### config.mk
export PLATFORM = sky130hd
export DESIGN_NAME = fssrt_dp
export DESIGN_NICKNAME = d
export VERILOG_FILES = /design/src/fssrt_pkg.sv /design/src/fssrt_dp.sv
export SDC_FILE = /design/constraint.sdc
export NUM_CORES = 2
export LEC_CHECK = 0
export ABC_AREA = 1
export BUFFER_PORTS_ARGS = -buffer_cell sky130_fd_sc_hd__buf_2
export CAP_MARGIN = 20
export CORE_UTILIZATION = 45
export DETAILED_ROUTE_END_ITERATION = 7
export GPL_TIMING_DRIVEN = 0
export PLACE_DENSITY_LB_ADDON = 0.08
export RECOVER_POWER = 50
export SLEW_MARGIN = 20
export SYNTH_ARGS = -nofsm -noshare
export SYNTH_HDL_FRONTEND = slang
export SYNTH_SLANG_ARGS = --single-unit
### constraint.sdc
create_clock -name clk -period 12.1 [get_ports clk]
set_input_delay 0 -clock clk [delete_from_list [all_inputs] [get_ports clk]]
set_output_delay 0 -clock clk [all_outputs]
set_load 0.005 [all_outputs]
### src/fssrt_pkg.sv
`timescale 1ns / 1ps
// ----------------------------------------------------------------------------
// fssrt_pkg: shared types and constants
// Payload structs, register indexes, controller states and the
// command/status bundles between controller and datapath.
// ----------------------------------------------------------------------------
package fssrt_pkg;

	// Widest cell address: four lines of eight machines
	localparam int CELL_ADDR_W = 5;
	// Results emitted per job at most
	localparam int RESULT_LIMIT = 16;

	typedef struct packed {
		logic [15:0] proc_time;
		logic [1:0]  line_index;
		logic [2:0]  machine_index;
		logic [3:0]  shared_machines;
		logic        first_job;
		logic        job_end;
	} in_item_t;

	typedef struct packed {
		logic [31:0] start_time;
		logic [1:0]  out_line;
		logic [2:0]  out_machine;
		logic        last_of_job;
		logic        saturated;
	} result_t;

	// Configuration register indexes
	typedef enum logic [2:0] {
		CFG_LINES_IN_USE    = 3'd0,
		CFG_MACHINES_LINE_0 = 3'd1,
		CFG_MACHINES_LINE_1 = 3'd2,
		CFG_MACHINES_LINE_2 = 3'd3,
		CFG_MACHINES_LINE_3 = 3'd4
	} cfg_reg_t;

	typedef enum logic [1:0] {
		ST_IDLE,
		ST_FWD,
		ST_RECON,
		ST_EMIT
	} ctrl_state_t;

	// Datapath step operations
	typedef enum logic [1:0] {
		OP_FWD,
		OP_JOIN,
		OP_RECON
	} step_op_t;

	typedef struct packed {
		logic                   job_start;
		logic                   use_prev;
		logic                   run_clear;
		logic                   ct_we;
		logic                   step;
		step_op_t               op;
		logic                   emit;
		logic [CELL_ADDR_W-1:0] addr;
		logic [1:0]             line;
		logic [2:0]             machine;
		logic                   last;
	} dp_cmd_t;

	typedef struct packed {
		logic out_free;
	} dp_stat_t;

endpackage

### src/fssrt_dp.sv
`timescale 1ns / 1ps
// ----------------------------------------------------------------------------
// fssrt_dp: start-time datapath
// Time and finish stores, one saturating add with max per step, start-time
// store and the result output register.
// ----------------------------------------------------------------------------
module fssrt_dp
	import fssrt_pkg::*;
#(
	parameter int MAX_LINES    = 2,
	parameter int MAX_MACHINES = 8,
	parameter int TIME_WIDTH   = 32
) (
	input  logic        clk,
	input  logic        arst_n,
	input  dp_cmd_t     cmd,
	input  logic [15:0] proc_time,
	output dp_stat_t    stat,
	output logic        out_valid,
	output result_t     out_item,
	input  logic        out_ready
);

	localparam int CELLS  = MAX_LINES * MAX_MACHINES;
	localparam int CELL_W = (CELLS > 1) ? $clog2(CELLS) : 1;

	logic [15:0]           ct_q [CELLS];
	logic [TIME_WIDTH-1:0] pf_q [CELLS];
	logic [TIME_WIDTH-1:0] r_q  [CELLS];
	logic [TIME_WIDTH-1:0] run_q;
	logic [TIME_WIDTH-1:0] jr_q;
	logic                  sat_q;
	logic                  use_prev_q;
	logic                  out_valid_q;
	result_t               out_q;

	logic [CELL_W-1:0]     idx;
	logic [TIME_WIDTH-1:0] f;
	logic [TIME_WIDTH-1:0] p;
	logic [TIME_WIDTH-1:0] join_v;
	logic [TIME_WIDTH-1:0] tmp;
	logic [TIME_WIDTH:0]   sum_w;
	logic                  carry;
	logic [TIME_WIDTH-1:0] fin;
	logic                  wr_cell;

	assign idx     = cmd.addr[CELL_W-1:0];
	assign f       = use_prev_q ? pf_q[idx] : '0;
	assign p       = TIME_WIDTH'(ct_q[idx]);
	assign join_v  = (run_q > f) ? run_q : f;
	assign tmp     = (cmd.op == OP_RECON) ? jr_q : join_v;
	assign sum_w   = {1'b0, tmp} + {1'b0, p};
	assign carry   = sum_w[TIME_WIDTH];
	assign fin     = carry ? '1 : sum_w[TIME_WIDTH-1:0];
	assign wr_cell = cmd.step && (cmd.op != OP_JOIN);

	always_ff @(posedge clk) begin
		if (cmd.ct_we) ct_q[idx] <= proc_time;
		if (wr_cell) r_q[idx] <= tmp;
	end

	// finish times of the previous job, zero after reset
	always_ff @(posedge clk or negedge arst_n) begin
		if (!arst_n) begin
			for (int i = 0; i < CELLS; i++) pf_q[i] <= '0;
		end else if (wr_cell) begin
			pf_q[idx] <= fin;
		end
	end

	always_ff @(posedge clk) begin
		if (cmd.job_start) begin
			run_q      <= '0;
			jr_q       <= '0;
			sat_q      <= 1'b0;
			use_prev_q <= cmd.use_prev;
		end else if (cmd.run_clear) begin
			run_q <= '0;
			if (join_v > jr_q) jr_q <= join_v;
		end else if (cmd.step) begin
			if (cmd.op == OP_JOIN) begin
				if (join_v > jr_q) jr_q <= join_v;
			end else begin
				run_q <= fin;
				if (carry) sat_q <= 1'b1;
			end
		end
	end

	assign stat.out_free = !out_valid_q || out_ready;

	always_ff @(posedge clk or negedge arst_n) begin
		if (!arst_n) begin
			out_valid_q <= 1'b0;
		end else if (cmd.emit) begin
			out_valid_q <= 1'b1;
		end else if (out_ready) begin
			out_valid_q <= 1'b0;
		end
	end

	always_ff @(posedge clk) begin
		if (cmd.emit) begin
			out_q.start_time  <= 32'(r_q[idx]);
			out_q.out_line    <= cmd.line;
			out_q.out_machine <= cmd.machine;
			out_q.last_of_job <= cmd.last;
			out_q.saturated   <= sat_q;
		end
	end

	assign out_valid = out_valid_q;
	assign out_item  = out_q;

endmodule

==> results.md <==
- Final clock skew: 39.69 ps
- DR vias/cell: 5.699
- Worst vdd ir: 0.1494 mV
- Synth-to-layout area growth: 14.34%
- Post-synth EDFFs: 808
- Skew-Pair Late Insertion Delay: 820 ps
- Tcrit/Tclk final: 0.8179
- Synth async-reset ratio: 0.3701
- Cell-internal power: 0.009222 W
- Kind of critical path: in -> reg
- Post-synthesis cell area: 0.05826 mm^2
- Clock Power Share: 0.340
- H-tree Lvls: 4
- Row count: 131
- HPWL after DPL: 128600 um
- Sw power: 0.004107 W
- Vias in the first global route: 40850
- Sequential share of power: 0.454
- Finished Layout Cells: 7483
- Worst setup SP type: input port
- Clk sinks: 1386
- Slew headroom: -2.300
- Remaining DRCs: 0
- Most common cell after layout, fill and taps aside: nand2_1
- Global-route wire length before repair: 277800 um
- Routed len/inst: 25.47 um
- Cts hold-fix bufs: 42
- Worst path slowest cell: clkbuf_1
- RSZ-0062 raised after global routing: false
- Initial antenna violation count: 5
- Final setup fails: 0
- M1 WL: 84540 um
- Routed vias: 42650
- GR Util All Layers: 0.2907
- CTS tree: yes
- Finished Cell Area: 0.06661 mm^2
- Buffer depth of the longest clock path: 3
- Routability congestion estimate: 0.9007
- CP required: 12800 ps
- Family with the most delay on the worst path: buffers and inverters
- Synth top area cells: edfxtp_1 42%, dfrtp_1 22%, nand2_1 6.5%, o21ai_0 4.5%, a22oi_1 4.4%
- Fill count: 11430
- HP Class: in -> reg
- Setup repair bufs after CTS: 0
- Antenna Nets Post-Route: 0
- Power Density: 200.1 mW/mm^2
- Synth warn: 0
- Max Freq: 101.0 MHz
- Share of the synthesized area in the top cell type: 0.4165
- Number of hold violations in the final report: 0
- Sequential-to-total area share from yosys stat: 0.6592
- Largest net degree at the start of global routing: 91
- Max Slew Vio Count: 987
- Synth cell types: 54
- Fin worst setup slack: 2204 ps
- Crit path buf inv count: 11
- Clock slew at the register clock pins of the worst setup and hold paths: 60 ps
- Met3 WL: 14210 um
- Mean Syn Cell Area: 11.01 um^2
- Share of cells above drive strength 1: 0.07617
- Die area: 0.1309 mm^2
- Die H: 361.8 um
- Post-Place Worst Slack: 2406 ps
- Core Footprint: 0.1280 mm^2
- Most frequent cells in the layout: 1012 x nand2_1, 808 x edfxtp_1, 556 x inv_1, 513 x dfrtp_1, 507 x o21ai_0
- Status: finished, violations left
- Clk Tree Root Cell: clkbuf_16
- R2R setup slack: 3070 ps
- Initial Util: 0.4551
- Port bufs: 77
- CP peak stage delay: 700 ps
- WL final: 190600 um
- Synth area leader: edfxtp_1
- Synth Net Count: 5411
- #FFs+latches synth: 1386
- Crit. End Element: register
- Max-cap violations: 25
- DR WL met2: 86490 um
- Initial DRC Count: 4789
- Cell mode on critical path: nand2_1
- Dominant synthesized flop cell: edfxtp_1
- Top sig layer: met4
- Core Util, Final: 0.5203
- Placed inst area: 0.06200 mm^2
- CP arrival: 10600 ps
- Grt ovf: 0
- Worst-margin pin slew: 4951 ps
- Nets: 5753
- Combinational power share: 0.206
- Failing checks: max-capacitance violations, max-slew violations
- Post-cts resize count: 0
- DIE WIDTH: 361.8 um
- IO Count: 79
- First-pass DRT Iterations: 6
- CTS Buf Count: 151
- Leakage: 26.34 nW
- Sw frac: 0.3081
- Syn Inst Count: 5292
- DP Cell Count: 7167
- Tmin final: 9897 ps
- Worst-path fanout max: 10
==> per-stage QoR <==
stage | power, W | TNS [ps] | hold slack (ps)
after CTS | 0.01339 | 0 | 34.63
after detailed placement | 0.008853 | 0 | -2.757
after global placement | 0.008755 | -65290 | 177.7
final | 0.01333 | 0 | 145.7
after global routing | 0.01391 | 0 | 135.6
after floorplan | 0.007835 | 0 | -295.6
==> state kept, by name (all words and copies together) (netlist names) <==
signal	cells
ct_q	256
jr_q	32
out_item	39
out_valid	1
pf_q	512
r_q	512
run_q	32
sat_q	1
use_prev_q	1
==> routing by layer <==
metal | track usage | vias to the layer above
li1 | - | 19310
met1 | 0.4247 | 21330
met2 | 0.4481 | 1730
met3 | 0.04282 | 276
met4 | 0.08981 | 0
met5 | 0 | -
==> power groups by stage <==
stage / Sequential [W] / Combinational (W) / Clock, W
2_1_floorplan: 0.00607 / 0.00177 / 0
3_3_place_gp: 0.00613 / 0.00262 / 0
3_5_place_dp: 0.00612 / 0.00273 / 0
4_1_cts: 0.00604 / 0.00276 / 0.00460
5_1_grt: 0.00611 / 0.00303 / 0.00477
6_report: 0.00605 / 0.00275 / 0.00454
==> cells by family (layout without fill, tap and decap cells) <==
group / Yosys count / count (layout) / synth area share
adder cells (fa/ha/maj): 81 / 81 / 0.01753
buffers and inverters: 911 / 1369 / 0.06536
other: 0 / 4 / 0
XOR/XNOR: 18 / 18 / 0.002706
AO/OA/AOI/OAI: 1562 / 1562 / 0.1587
flip-flops: 1386 / 1386 / 0.6592
AND/OR/NAND/NOR: 1334 / 1334 / 0.09650
==> synth_stat cells (3+ instances only) <==
cell / n
a211oi_1: 3
a21oi_1: 223
a22oi_1: 344
a31oi_1: 29
and2_1: 11
buf_1: 43
buf_2: 50
buf_4: 13
buf_6: 33
clkbuf_1: 203
clkinv_1: 4
dfrtp_1: 513
dfxtp_1: 65
edfxtp_1: 808
ha_1: 80
inv_1: 554
inv_2: 8
nand2_1: 1012
nand2_2: 6
nand2_4: 14
nand3_1: 52
nand3_2: 3
nand3_4: 7
nand4_1: 20
nor2_1: 123
nor2_2: 11
nor3_1: 36
o2111a_1: 15
o21ai_0: 523
o21ai_1: 114
o21ai_2: 4
o22ai_1: 294
or4_1: 32
xnor2_1: 6
xor2_1: 12
==> layout make-up <==
type                            count  area, um^2  area share
Tap cell                         1729        2163     0.03248
Clock inverter                     64       734.5     0.01103
Multi-Input combinational cell   2995       16100      0.2417
Timing Repair Buffer              189        1351     0.02029
Buffer                            345        1633     0.02451
Sequential cell                  1386       38400      0.5765
Clock buffer                      205        4093     0.06144
Antenna cell                        4       10.01   0.0001503
Inverter                          566        2125     0.03190
==> worst reg2reg max path: cells and delay by family (launching register included) <==
family,cells,cell delay (ps)
flip-flops,1,620
AO/OA/AOI/OAI,9,1970
AND/OR/NAND/NOR,15,3160
adder cells (fa/ha/maj),2,610
buffers and inverters,8,2580
==> final timing paths <==
kind                               endpoint  cells past startpoint        from
worst max register to register    pf_q[156]                     34  use_prev_q
worst max-delay path              pf_q[156]                     42      cmd[6]
worst min register to register  out_item[0]                      0       sat_q
max in group asynchronous         pf_q[421]                      5      arst_n
min in group asynchronous         pf_q[182]                      4      arst_n
worst min-delay path              run_q[22]                      6     cmd[12]
No activity file was read; power rests on OpenSTA's default activity.
