==> src/fssrt_pkg.sv <==
`timescale 1ns / 1ps
// ----------------------------------------------------------------------------
// fssrt_pkg: shared types and constants
// Payload structs, register indexes, controller states and the
// command/status bundles between controller and datapath.
// ----------------------------------------------------------------------------
package fssrt_pkg;

	// Widest cell address: four lines of eight machines
	localparam int CELL_ADDR_W = 5;
	// Results emitted per job at most
	localparam int RESULT_LIMIT = 16;

	typedef struct packed {
		logic [15:0] proc_time;
		logic [1:0]  line_index;
		logic [2:0]  machine_index;
		logic [3:0]  shared_machines;
		logic        first_job;
		logic        job_end;
	} in_item_t;

	typedef struct packed {
		logic [31:0] start_time;
		logic [1:0]  out_line;
		logic [2:0]  out_machine;
		logic        last_of_job;
		logic        saturated;
	} result_t;

	// Configuration register indexes
	typedef enum logic [2:0] {
		CFG_LINES_IN_USE    = 3'd0,
		CFG_MACHINES_LINE_0 = 3'd1,
		CFG_MACHINES_LINE_1 = 3'd2,
		CFG_MACHINES_LINE_2 = 3'd3,
		CFG_MACHINES_LINE_3 = 3'd4
	} cfg_reg_t;

	typedef enum logic [1:0] {
		ST_IDLE,
		ST_FWD,
		ST_RECON,
		ST_EMIT
	} ctrl_state_t;

	// Datapath step operations
	typedef enum logic [1:0] {
		OP_FWD,
		OP_JOIN,
		OP_RECON
	} step_op_t;

	typedef struct packed {
		logic                   job_start;
		logic                   use_prev;
		logic                   run_clear;
		logic                   ct_we;
		logic                   step;
		step_op_t               op;
		logic                   emit;
		logic [CELL_ADDR_W-1:0] addr;
		logic [1:0]             line;
		logic [2:0]             machine;
		logic                   last;
	} dp_cmd_t;

	typedef struct packed {
		logic out_free;
	} dp_stat_t;

endpackage

==> src/fssrt_ctrl.sv <==
`timescale 1ns / 1ps
// ----------------------------------------------------------------------------
// fssrt_ctrl: sequencing controller
// Holds configuration, walks lines and machines for one job and issues
// datapath steps and result emits.
// ----------------------------------------------------------------------------
module fssrt_ctrl
	import fssrt_pkg::*;
#(
	parameter int MAX_LINES    = 2,
	parameter int MAX_MACHINES = 8
) (
	input  logic       clk,
	input  logic       arst_n,
	input  logic       in_valid,
	input  in_item_t   in_item,
	output logic       in_ready,
	input  logic       cfg_valid,
	input  logic [2:0] cfg_index,
	input  logic [3:0] cfg_value,
	output dp_cmd_t    cmd,
	input  dp_stat_t   stat
);

	ctrl_state_t state_q, state_d;
	logic [1:0]  line_q, line_d;
	logic [2:0]  mach_q, mach_d;
	logic [4:0]  n_q, n_d;
	logic [3:0]  sh_q, sh_d;
	logic        have_prev_q, have_prev_d;
	logic [2:0]  lines_q;
	logic [3:0]  mach_cfg_q [4];

	logic [2:0] nl;
	logic [3:0] m_cur;
	logic [3:0] m_in;
	logic [2:0] rec_cur;
	logic [2:0] rec_next;
	logic [2:0] rec_first;
	logic [1:0] line_nx;
	logic       last_line;
	logic       m_last;
	logic       in_range;

	function automatic logic [3:0] eff_m(input logic [3:0] raw);
		if (raw == 4'd0) return 4'd1;
		if (raw > 4'(MAX_MACHINES)) return 4'(MAX_MACHINES);
		return raw;
	endfunction

	function automatic logic [2:0] rec_of(input logic [3:0] m, input logic [3:0] sh);
		logic [3:0] s;
		s = sh;
		if (s == 4'd0) s = 4'd1;
		if (s > m) s = m;
		return 3'(m - s);
	endfunction

	function automatic logic [CELL_ADDR_W-1:0] cell_of(input logic [1:0] l,
		input logic [2:0] k);
		logic [5:0] c;
		c = 6'(l) * 6'(MAX_MACHINES) + 6'(k);
		return c[CELL_ADDR_W-1:0];
	endfunction

	// configuration registers
	always_ff @(posedge clk or negedge arst_n) begin
		if (!arst_n) begin
			lines_q <= 3'd2;
			for (int i = 0; i < 4; i++) mach_cfg_q[i] <= 4'd8;
		end else if (cfg_valid) begin
			case (cfg_index)
				CFG_LINES_IN_USE:    lines_q       <= cfg_value[2:0];
				CFG_MACHINES_LINE_0: mach_cfg_q[0] <= cfg_value;
				CFG_MACHINES_LINE_1: mach_cfg_q[1] <= cfg_value;
				CFG_MACHINES_LINE_2: mach_cfg_q[2] <= cfg_value;
				CFG_MACHINES_LINE_3: mach_cfg_q[3] <= cfg_value;
				default: ;
			endcase
		end
	end

	always_comb begin
		if (lines_q == 3'd0) nl = 3'd1;
		else if (lines_q > 3'(MAX_LINES)) nl = 3'(MAX_LINES);
		else nl = lines_q;
	end

	assign line_nx   = 2'(line_q + 2'd1);
	assign m_cur     = eff_m(mach_cfg_q[line_q]);
	assign m_in      = eff_m(mach_cfg_q[in_item.line_index]);
	assign rec_cur   = rec_of(m_cur, sh_q);
	assign rec_next  = rec_of(eff_m(mach_cfg_q[line_nx]), sh_q);
	assign rec_first = rec_of(eff_m(mach_cfg_q[0]), sh_q);
	assign last_line = ({1'b0, line_q} + 3'd1) == nl;
	assign m_last    = ({1'b0, mach_q} + 4'd1) == m_cur;
	assign in_range  = ({1'b0, in_item.line_index} < nl)
		&& ({1'b0, in_item.machine_index} < m_in);

	always_ff @(posedge clk or negedge arst_n) begin
		if (!arst_n) begin
			state_q     <= ST_IDLE;
			line_q      <= 2'd0;
			mach_q      <= 3'd0;
			n_q         <= 5'd0;
			sh_q        <= 4'd1;
			have_prev_q <= 1'b0;
		end else begin
			state_q     <= state_d;
			line_q      <= line_d;
			mach_q      <= mach_d;
			n_q         <= n_d;
			sh_q        <= sh_d;
			have_prev_q <= have_prev_d;
		end
	end

	always_comb begin
		state_d     = state_q;
		line_d      = line_q;
		mach_d      = mach_q;
		n_d         = n_q;
		sh_d        = sh_q;
		have_prev_d = have_prev_q;
		in_ready    = 1'b0;
		cmd         = '0;
		cmd.op      = OP_FWD;
		cmd.addr    = cell_of(line_q, mach_q);
		cmd.line    = line_q;
		cmd.machine = mach_q;

		case (state_q)
			ST_IDLE: begin
				in_ready = 1'b1;
				cmd.addr = cell_of(in_item.line_index, in_item.machine_index);
				if (in_valid) begin
					cmd.ct_we = in_range;
					if (in_item.job_end) begin
						cmd.job_start = 1'b1;
						cmd.use_prev  = have_prev_q && !in_item.first_job;
						have_prev_d   = 1'b1;
						sh_d          = in_item.shared_machines;
						line_d        = 2'd0;
						mach_d        = 3'd0;
						state_d       = ST_FWD;
					end
				end
			end
			// walk each line up to its reconciliation machine
			ST_FWD: begin
				cmd.step = 1'b1;
				if (mach_q < rec_cur) begin
					cmd.op = OP_FWD;
					mach_d = 3'(mach_q + 3'd1);
				end else begin
					cmd.op = OP_JOIN;
					if (last_line) begin
						line_d  = 2'd0;
						mach_d  = rec_first;
						state_d = ST_RECON;
					end else begin
						cmd.run_clear = 1'b1;
						line_d        = line_nx;
						mach_d        = 3'd0;
					end
				end
			end
			// common start, then the rest of each line
			ST_RECON: begin
				cmd.step = 1'b1;
				cmd.op   = (mach_q == rec_cur) ? OP_RECON : OP_FWD;
				if (m_last) begin
					if (last_line) begin
						line_d  = 2'd0;
						mach_d  = 3'd0;
						n_d     = 5'd0;
						state_d = ST_EMIT;
					end else begin
						line_d = line_nx;
						mach_d = rec_next;
					end
				end else begin
					mach_d = 3'(mach_q + 3'd1);
				end
			end
			ST_EMIT: begin
				if (stat.out_free) begin
					cmd.emit = 1'b1;
					cmd.last = (n_q == 5'(RESULT_LIMIT - 1)) || (last_line && m_last);
					n_d      = 5'(n_q + 5'd1);
					if (cmd.last) begin
						state_d = ST_IDLE;
					end else if (m_last) begin
						line_d = line_nx;
						mach_d = 3'd0;
					end else begin
						mach_d = 3'(mach_q + 3'd1);
					end
				end
			end
			default: begin
				state_d = ST_IDLE;
			end
		endcase
	end

endmodule

==> config.mk <==
export PLATFORM = sky130hd
export DESIGN_NAME = fssrt_ctrl
export DESIGN_NICKNAME = d
export VERILOG_FILES = /design/src/fssrt_pkg.sv /design/src/fssrt_ctrl.sv
export SDC_FILE = /design/constraint.sdc
export NUM_CORES = 1
export LEC_CHECK = 0
export BUFFER_PORTS_ARGS = -buffer_cell sky130_fd_sc_hd__buf_2
export CORE_MARGIN = 2
export CORE_UTILIZATION = 60
export CTS_CLUSTER_SIZE = 30
export DETAILED_ROUTE_END_ITERATION = 10
export GPL_TIMING_DRIVEN = 1
export PLACE_DENSITY_LB_ADDON = 0.15
export SETUP_SLACK_MARGIN = 0.05
export SYNTH_ARGS = -nofsm -noshare
export SYNTH_HDL_FRONTEND = slang
export SYNTH_SLANG_ARGS = --single-unit
==> constraint.sdc <==
create_clock -name clk -period 13.6 [get_ports clk]
set_clock_uncertainty 0.1 [all_clocks]
set_input_delay 2.72 -clock clk [delete_from_list [all_inputs] [get_ports clk]]
set_output_delay 2.72 -clock clk [all_outputs]
set_load 0.05 [all_outputs]
==> flow_summary.yaml, run 1 <==
status:
  status: "completed"
critical_path:
  reg2reg_to: "state_q[1]"
  critPathArrivalTime_ns: 4.96
  start_kind: "flip-flop"
  path_class: "reg2out"
  critPathMaxFanout: 15
  cp.required_ns: 10.78
  setup.worst_path.start: "line_q[0]"
  r2r_start: "line_q[0]"
  worst-r2r-cell-count: 21
  cp-end-kind: "output pin"
  r2r_slack_ns: 8.28
sta:
  totalNegativeSetupSlack_ns: 0
  setup_viol: 0
  grt_setup_unrepaired: "false"
  hold_violations: 0
  slew_violations: 0
  min_period_over_period_pct: 57.24
  slew-limit-headroom_pct: 48.62
  post-route-min-period_ns: 7.784
  max_freq_mhz: 128.5
  fin_ws_ns: 5.816
  tightest_slew_ns: 0.7706
  holdWs_ns: 0.3563
run:
  drv_cap: 0
power:
  power_uw: 925.3
  peakVddDrop_mv: 0.1686
  p_per_area_nw_per_um2: 280.6
  p_leak_nw: 1.521
yosys:
  ys.warnings.count: 0
  synth_top_area_share_pct: 24.46
  post-synth-top-count-cell: "nand2_1"
  synthFlopType: "dfrtp_1"
  seq_area_frac_synth_pct: 29.78
  syn-num-nets: 373
  yosys.cell_types.count: 51
  synthCells: 302
  syn_area_um2: 2967
  synth.largest_area_cell: "dfrtp_1"
  async_flop_share_pct: 100.0
  synth_enable_flop_cells: 0
  yosys-top-cells-count: "35 x nand2_1, 29 x dfrtp_1, 29 x ha_1"
  synth_top_cells_by_area: "dfrtp_1 24%, ha_1 12%, mux2_2 9.5%, mux4_2 9.1%, dfstp_2 5.3%"
  ys_seq_elements: 35
  synth.avg_cell_area_um2: 9.823
placement:
  dp_slack_ns: 6.024
  port_buffers: 42
  hpwl_mm: 4.973
  gp_congestion: 0.8328
  dpl_cell_area_um2: 3207
cells_and_area:
  syn2layout_area_growth_pct: 11.18
  fin_area_um2: 3298
  nets: 409
  n_antenna_cell: 0
  drive_gt1_share_pct: 29.20
clocking:
  holdBufCountCts: 0
  clk_path_buf_depth: 2
  cts.clk_slew.worst_paths_ns: 0.07
  cts.sinks: 35
  htreeDepth: 2
  post-cts-setup-buffer-count: 0
  clock_latency_ns: 0.28
  post_cts_resized: 0
  root_buffer: "clkbuf_8"
  cts_tree: "done"
  numCtsBuffers: 5
routing:
  drt-total-wl_mm: 6.424
  ant_nets: 0
  drc: 0
  via_per_inst: 5.909
  post_drt_wl_per_cell_um: 15.82
  vias: 2399
  dr.pass1.iters: 4
  drt_iter0_drc: 115
floorplanning:
  die_h_um: 74.32
  start_util_pct: 62.39
  ioPinCount: 59
  die_area_um2: 5523
  row_count: 25
  core_region_area_um2: 4755
  fp.dieW_um: 74.32
global_route:
  grt_max_degree: 36
  grt_usage_pct: 25.52
  grt_pass1_wl_mm: 10.71
  overflow: 0
  first_global_vias: 2307
  antenna_found_initial: 0
worst_hold_path:
  min_path_type: "reg2reg"
  worstHoldStart: "have_prev_q"
  holdPathEnd: "have_prev_q"
  worstHoldPathCells: 1
worst max path at each step:
| stage | slack, ns | cells after the start | to |
|---|---|---|---|
| after floorplan | 5.08 | 9 | cmd[15] |
| after global placement | 6.01 | 10 | cmd[15] |
| after detailed placement | 6.02 | 10 | cmd[15] |
| after CTS | 5.82 | 18 | cmd[12] |
| after global routing | 5.53 | 18 | cmd[12] |
| final | 5.82 | 18 | cmd[12] |
final cells by class:
cell class                 instances  area [um^2]
multi-input combinational        237         1966
fill                             403         1456
inverter                          17        63.81
clock buffer                       7        86.33
sequential                        35        883.3
timing repair buffer              42        210.2
clock inverter                     1        5.005
tap                               67        83.83
flip-flops by register name, summed over array words and instances, names as in the netlist:
name         count
mach_q           3
have_prev_q      1
mach_cfg_q      16
n_q              5
lines_q          2
state_q          2
line_q           2
sh_q             4
power by group:
group	switching (mW)	total [mW]	internal, mW
Combinational	0.388	0.663	0.275
Clock	0.0362	0.0771	0.0408
Sequential	0.0473	0.186	0.138
routing by layer:
| metal | vias to the layer above | wire [um] | GRT usage, % |
|---|---|---|---|
| li1 | 1180 | - | - |
| met1 | 1171 | 2991 | 35.04 |
| met2 | 42 | 3196 | 42.96 |
| met3 | 6 | 185 | 4.201 |
| met4 | 0 | 51 | 5.952 |
| met5 | - | 0 | 0 |
metrics by stage:
| step | utilization [%] | cells |
|---|---|---|
| floorplan | - | 302 |
| global placement | 67.45 | 398 |
| detailed placement | 67.45 | 398 |
| CTS | 69.37 | 406 |
| global route | 69.37 | 406 |
| finish | 69.37 | 406 |
worst max-delay path, stage by stage, from the launching register on:
cell and delay [ns]:
dfrtp_1 0.76, mux4_2 0.66, nor2b_1 0.21, inv_2 0.08, ha_1 0.31, nor2b_1 0.13, o21ai_0 0.15, nand2b_1 0.08
a21oi_1 0.15, a41o_1 0.19, mux2i_1 0.21, ha_1 0.18, fa_1 0.43, ha_1 0.29, nor2b_1 0.13, o21ai_1 0.12
nand2b_1 0.15, and3_1 0.23, buf_2 0.21
placed cells by master (no fill, tap or decap), types with 10 or more instances in the layout:
cell and count:
mux4_2 12, inv_1 14, ha_1 29, o21ai_1 15, nand2_1 35, a21oi_1 10, nor2_1 17, dfrtp_1 29
mux2_2 25, buf_2 42
logic make-up (layout without fill, tap and decap cells):
logic type	count (synthesis)	count (layout)	share of synthesized area [%]
compound gates	58	58	13.07
mux	43	43	20.88
xor+xnor	7	7	2.067
buf+inv	30	67	3.964
flops	35	35	29.78
fa+ha+maj	32	32	14.26
simple gates	97	97	15.99
No activity file was read; power rests on OpenSTA's default activity.
==> run 2, diff against run 1 <==
Settings changed: CORE_UTILIZATION 60 to 56.
Clock period 13.6 ns to 8 ns, I/O delays scaled along.
==> run 2 against run 1 <==
Net effect:
- critical path depth unchanged
- hold slack better by 0.015 ns
- non-clock buffer count did not move
- first-iteration DRC count up 11%
- core utilization fell by 4.8 points
- largest power group unchanged
==> flow_summary.yaml, run 2 (synthesis gave the netlist of run 1 again) <==
status:
  status: "completed"
floorplanning:
  row_count: 26
  start_util_pct: 58.08
  ioPinCount: 59
  fp.dieW_um: 76.79
  die_area_um2: 5896
  core_region_area_um2: 5107
  die_h_um: 76.79
sta:
  min_period_over_period_pct: 81.74
  max_freq_mhz: 152.9
  totalNegativeSetupSlack_ns: 0
  slew_violations: 0
  setup_viol: 0
  hold_violations: 0
  holdWs_ns: 0.3717
  tightest_slew_ns: 0.7804
  slew-limit-headroom_pct: 47.97
  post-route-min-period_ns: 6.539
  grt_setup_unrepaired: "false"
cells_and_area:
  syn2layout_area_growth_pct: 11.09
  fin_area_um2: 3296
  drive_gt1_share_pct: 29.20
  multi_input_area_um2: 1966
  n_antenna_cell: 0
  postLayoutCoreUtil_pct: 64.53
  nets: 409
  stdcell_count: 409
  top_register: "mach_cfg_q"
  regArea_um2: 883.3
  largest_reg_flops: 16
  fill_cells: 454
  layout_common_cells: "42 x buf_2, 35 x nand2_1, 29 x ha_1, 29 x dfrtp_1, 25 x mux2_2"
  layout_commonest_cell: "buf_2"
  largestRegisters: "mach_cfg_q x16, n_q x5, sh_q x4"
clocking:
  cts.sinks: 35
  holdBufCountCts: 0
  numCtsBuffers: 5
  cts_tree: "done"
  htreeDepth: 2
  clk_path_buf_depth: 2
  clock_latency_ns: 0.29
  post_cts_resized: 0
  cts.clk_slew.worst_paths_ns: 0.08
  root_buffer: "clkbuf_8"
  post-cts-setup-buffer-count: 0
power:
  seqPwrFrac_pct: 19.9
  p_per_area_nw_per_um2: 474.5
  power_switching_share_pct: 51.17
  p_switching_uw: 800.2
  peakVddDrop_mv: 0.2471
  p_int_uw: 763.7
  p_leak_nw: 1.514
  clock_power_share_pct: 8.2
  power.share.combinational_pct: 71.9
routing:
  drt_iter0_drc: 128
  vias: 2378
  via_per_inst: 5.814
  drt-total-wl_mm: 6.221
  post_drt_wl_per_cell_um: 15.21
  ant_nets: 0
  drc: 0
  dr.pass1.iters: 4
global_route:
  grt_max_degree: 36
  grt_pass1_wl_mm: 10.96
  overflow: 0
  first_global_vias: 2216
  grt_usage_pct: 23.20
  antenna_found_initial: 0
placement:
  gp_congestion: 0.8405
  dp.cells: 401
  dpl_cell_area_um2: 3211
  hpwl_mm: 4.857
  port_buffers: 42
critical_path:
  start_kind: "flip-flop"
  crit_chain: "mux4_2 -> nor2b_1 -> inv_2 -> ha_1 -> nor2b_1 -> o21ai_0 -> nand2b_1 -> a21oi_1 -> a41o_1 -> mux2i_1 -> ha_1 -> fa_1 -> ha_1 -> nor2b_1 -> o21ai_1 -> nand2b_1 -> and3_1 -> buf_2"
  slowest_stage: "dfrtp_1"
  path_class: "reg2out"
  cp-end-kind: "output pin"
  critPathMaxFanout: 15
  critPathMaxStageDelay_ns: 0.71
  critPathArrivalTime_ns: 4.84
  cp.required_ns: 6.30
worst_hold_path:
  min_path_type: "reg2reg"
run:
  drv_cap: 0
## run 2: cell count changes in the layout (fill, tap and decap cells not counted)
cell	previous run	this run
clkinvlp_4	0	1
clkbuf_8	6	5
## run 2: routing by layer
| layer | vias up | part of all wire, % | track usage, % | wire [um] |
|---|---|---|---|---|
| met5 | - | 0 | 0 | 0 |
| met4 | 0 | 1.1 | 6.182 | 69 |
| met3 | 8 | 3.2 | 3.529 | 201 |
| met2 | 47 | 49 | 37.02 | 3031 |
| met1 | 1144 | 47 | 33.08 | 2918 |
| li1 | 1179 | - | - | - |
## run 2: path summary, 6_finish.rpt
path	start	to	slack (ns)	depth (start not counted)
setup / recovery	line_q[0]	cmd[16]	1.46	18
hold / removal	have_prev_q	have_prev_q	0.37	1
setup reg to reg	line_q[0]	state_q[1]	2.77	21
hold reg to reg	have_prev_q	have_prev_q	0.37	1
max in group asynchronous	arst_n	mach_q[2]	6.02	1
min in group asynchronous	arst_n	mach_cfg_q[8]	1.29	1
## run 2: power groups by stage
| stage | Sequential, mW | Combinational (mW) | Clock [mW] |
|---|---|---|---|
| finish | 0.311 | 1.12 | 0.128 |
| global route | 0.324 | 1.28 | 0.142 |
| CTS | 0.311 | 1.13 | 0.130 |
| detailed placement | 0.315 | 1.13 | 0 |
| global placement | 0.312 | 1.10 | 0 |
| floorplan | 0.307 | 0.908 | 0 |
## run 2: critical path, delay by kind of cell, from the launching register on
kind | cells | cell delay [ns]
buf+inv | 2 | 0.33
compound gates | 4 | 0.55
simple gates | 6 | 0.89
fa+ha+maj | 4 | 1.21
mux | 2 | 0.85
flops | 1 | 0.71
## run 2: stage by stage
stage               worst slack, ns  total power [mW]
floorplan                     1.718             1.215
finish                        1.461             1.564
global placement              1.843             1.414
detailed placement            1.761             1.443
CTS                           1.434             1.575
global route                  1.039             1.742
## run 2: area by class of cell
| cell class | count | share of cell area [%] |
|---|---|---|
| clock inverters | 2 | 0.3797 |
| inverters | 17 | 1.936 |
| clock buffers | 6 | 2.202 |
| multi-input cells | 237 | 59.64 |
| well taps | 70 | 2.658 |
| repair buffers | 42 | 6.378 |
| flip-flops and latches | 35 | 26.80 |
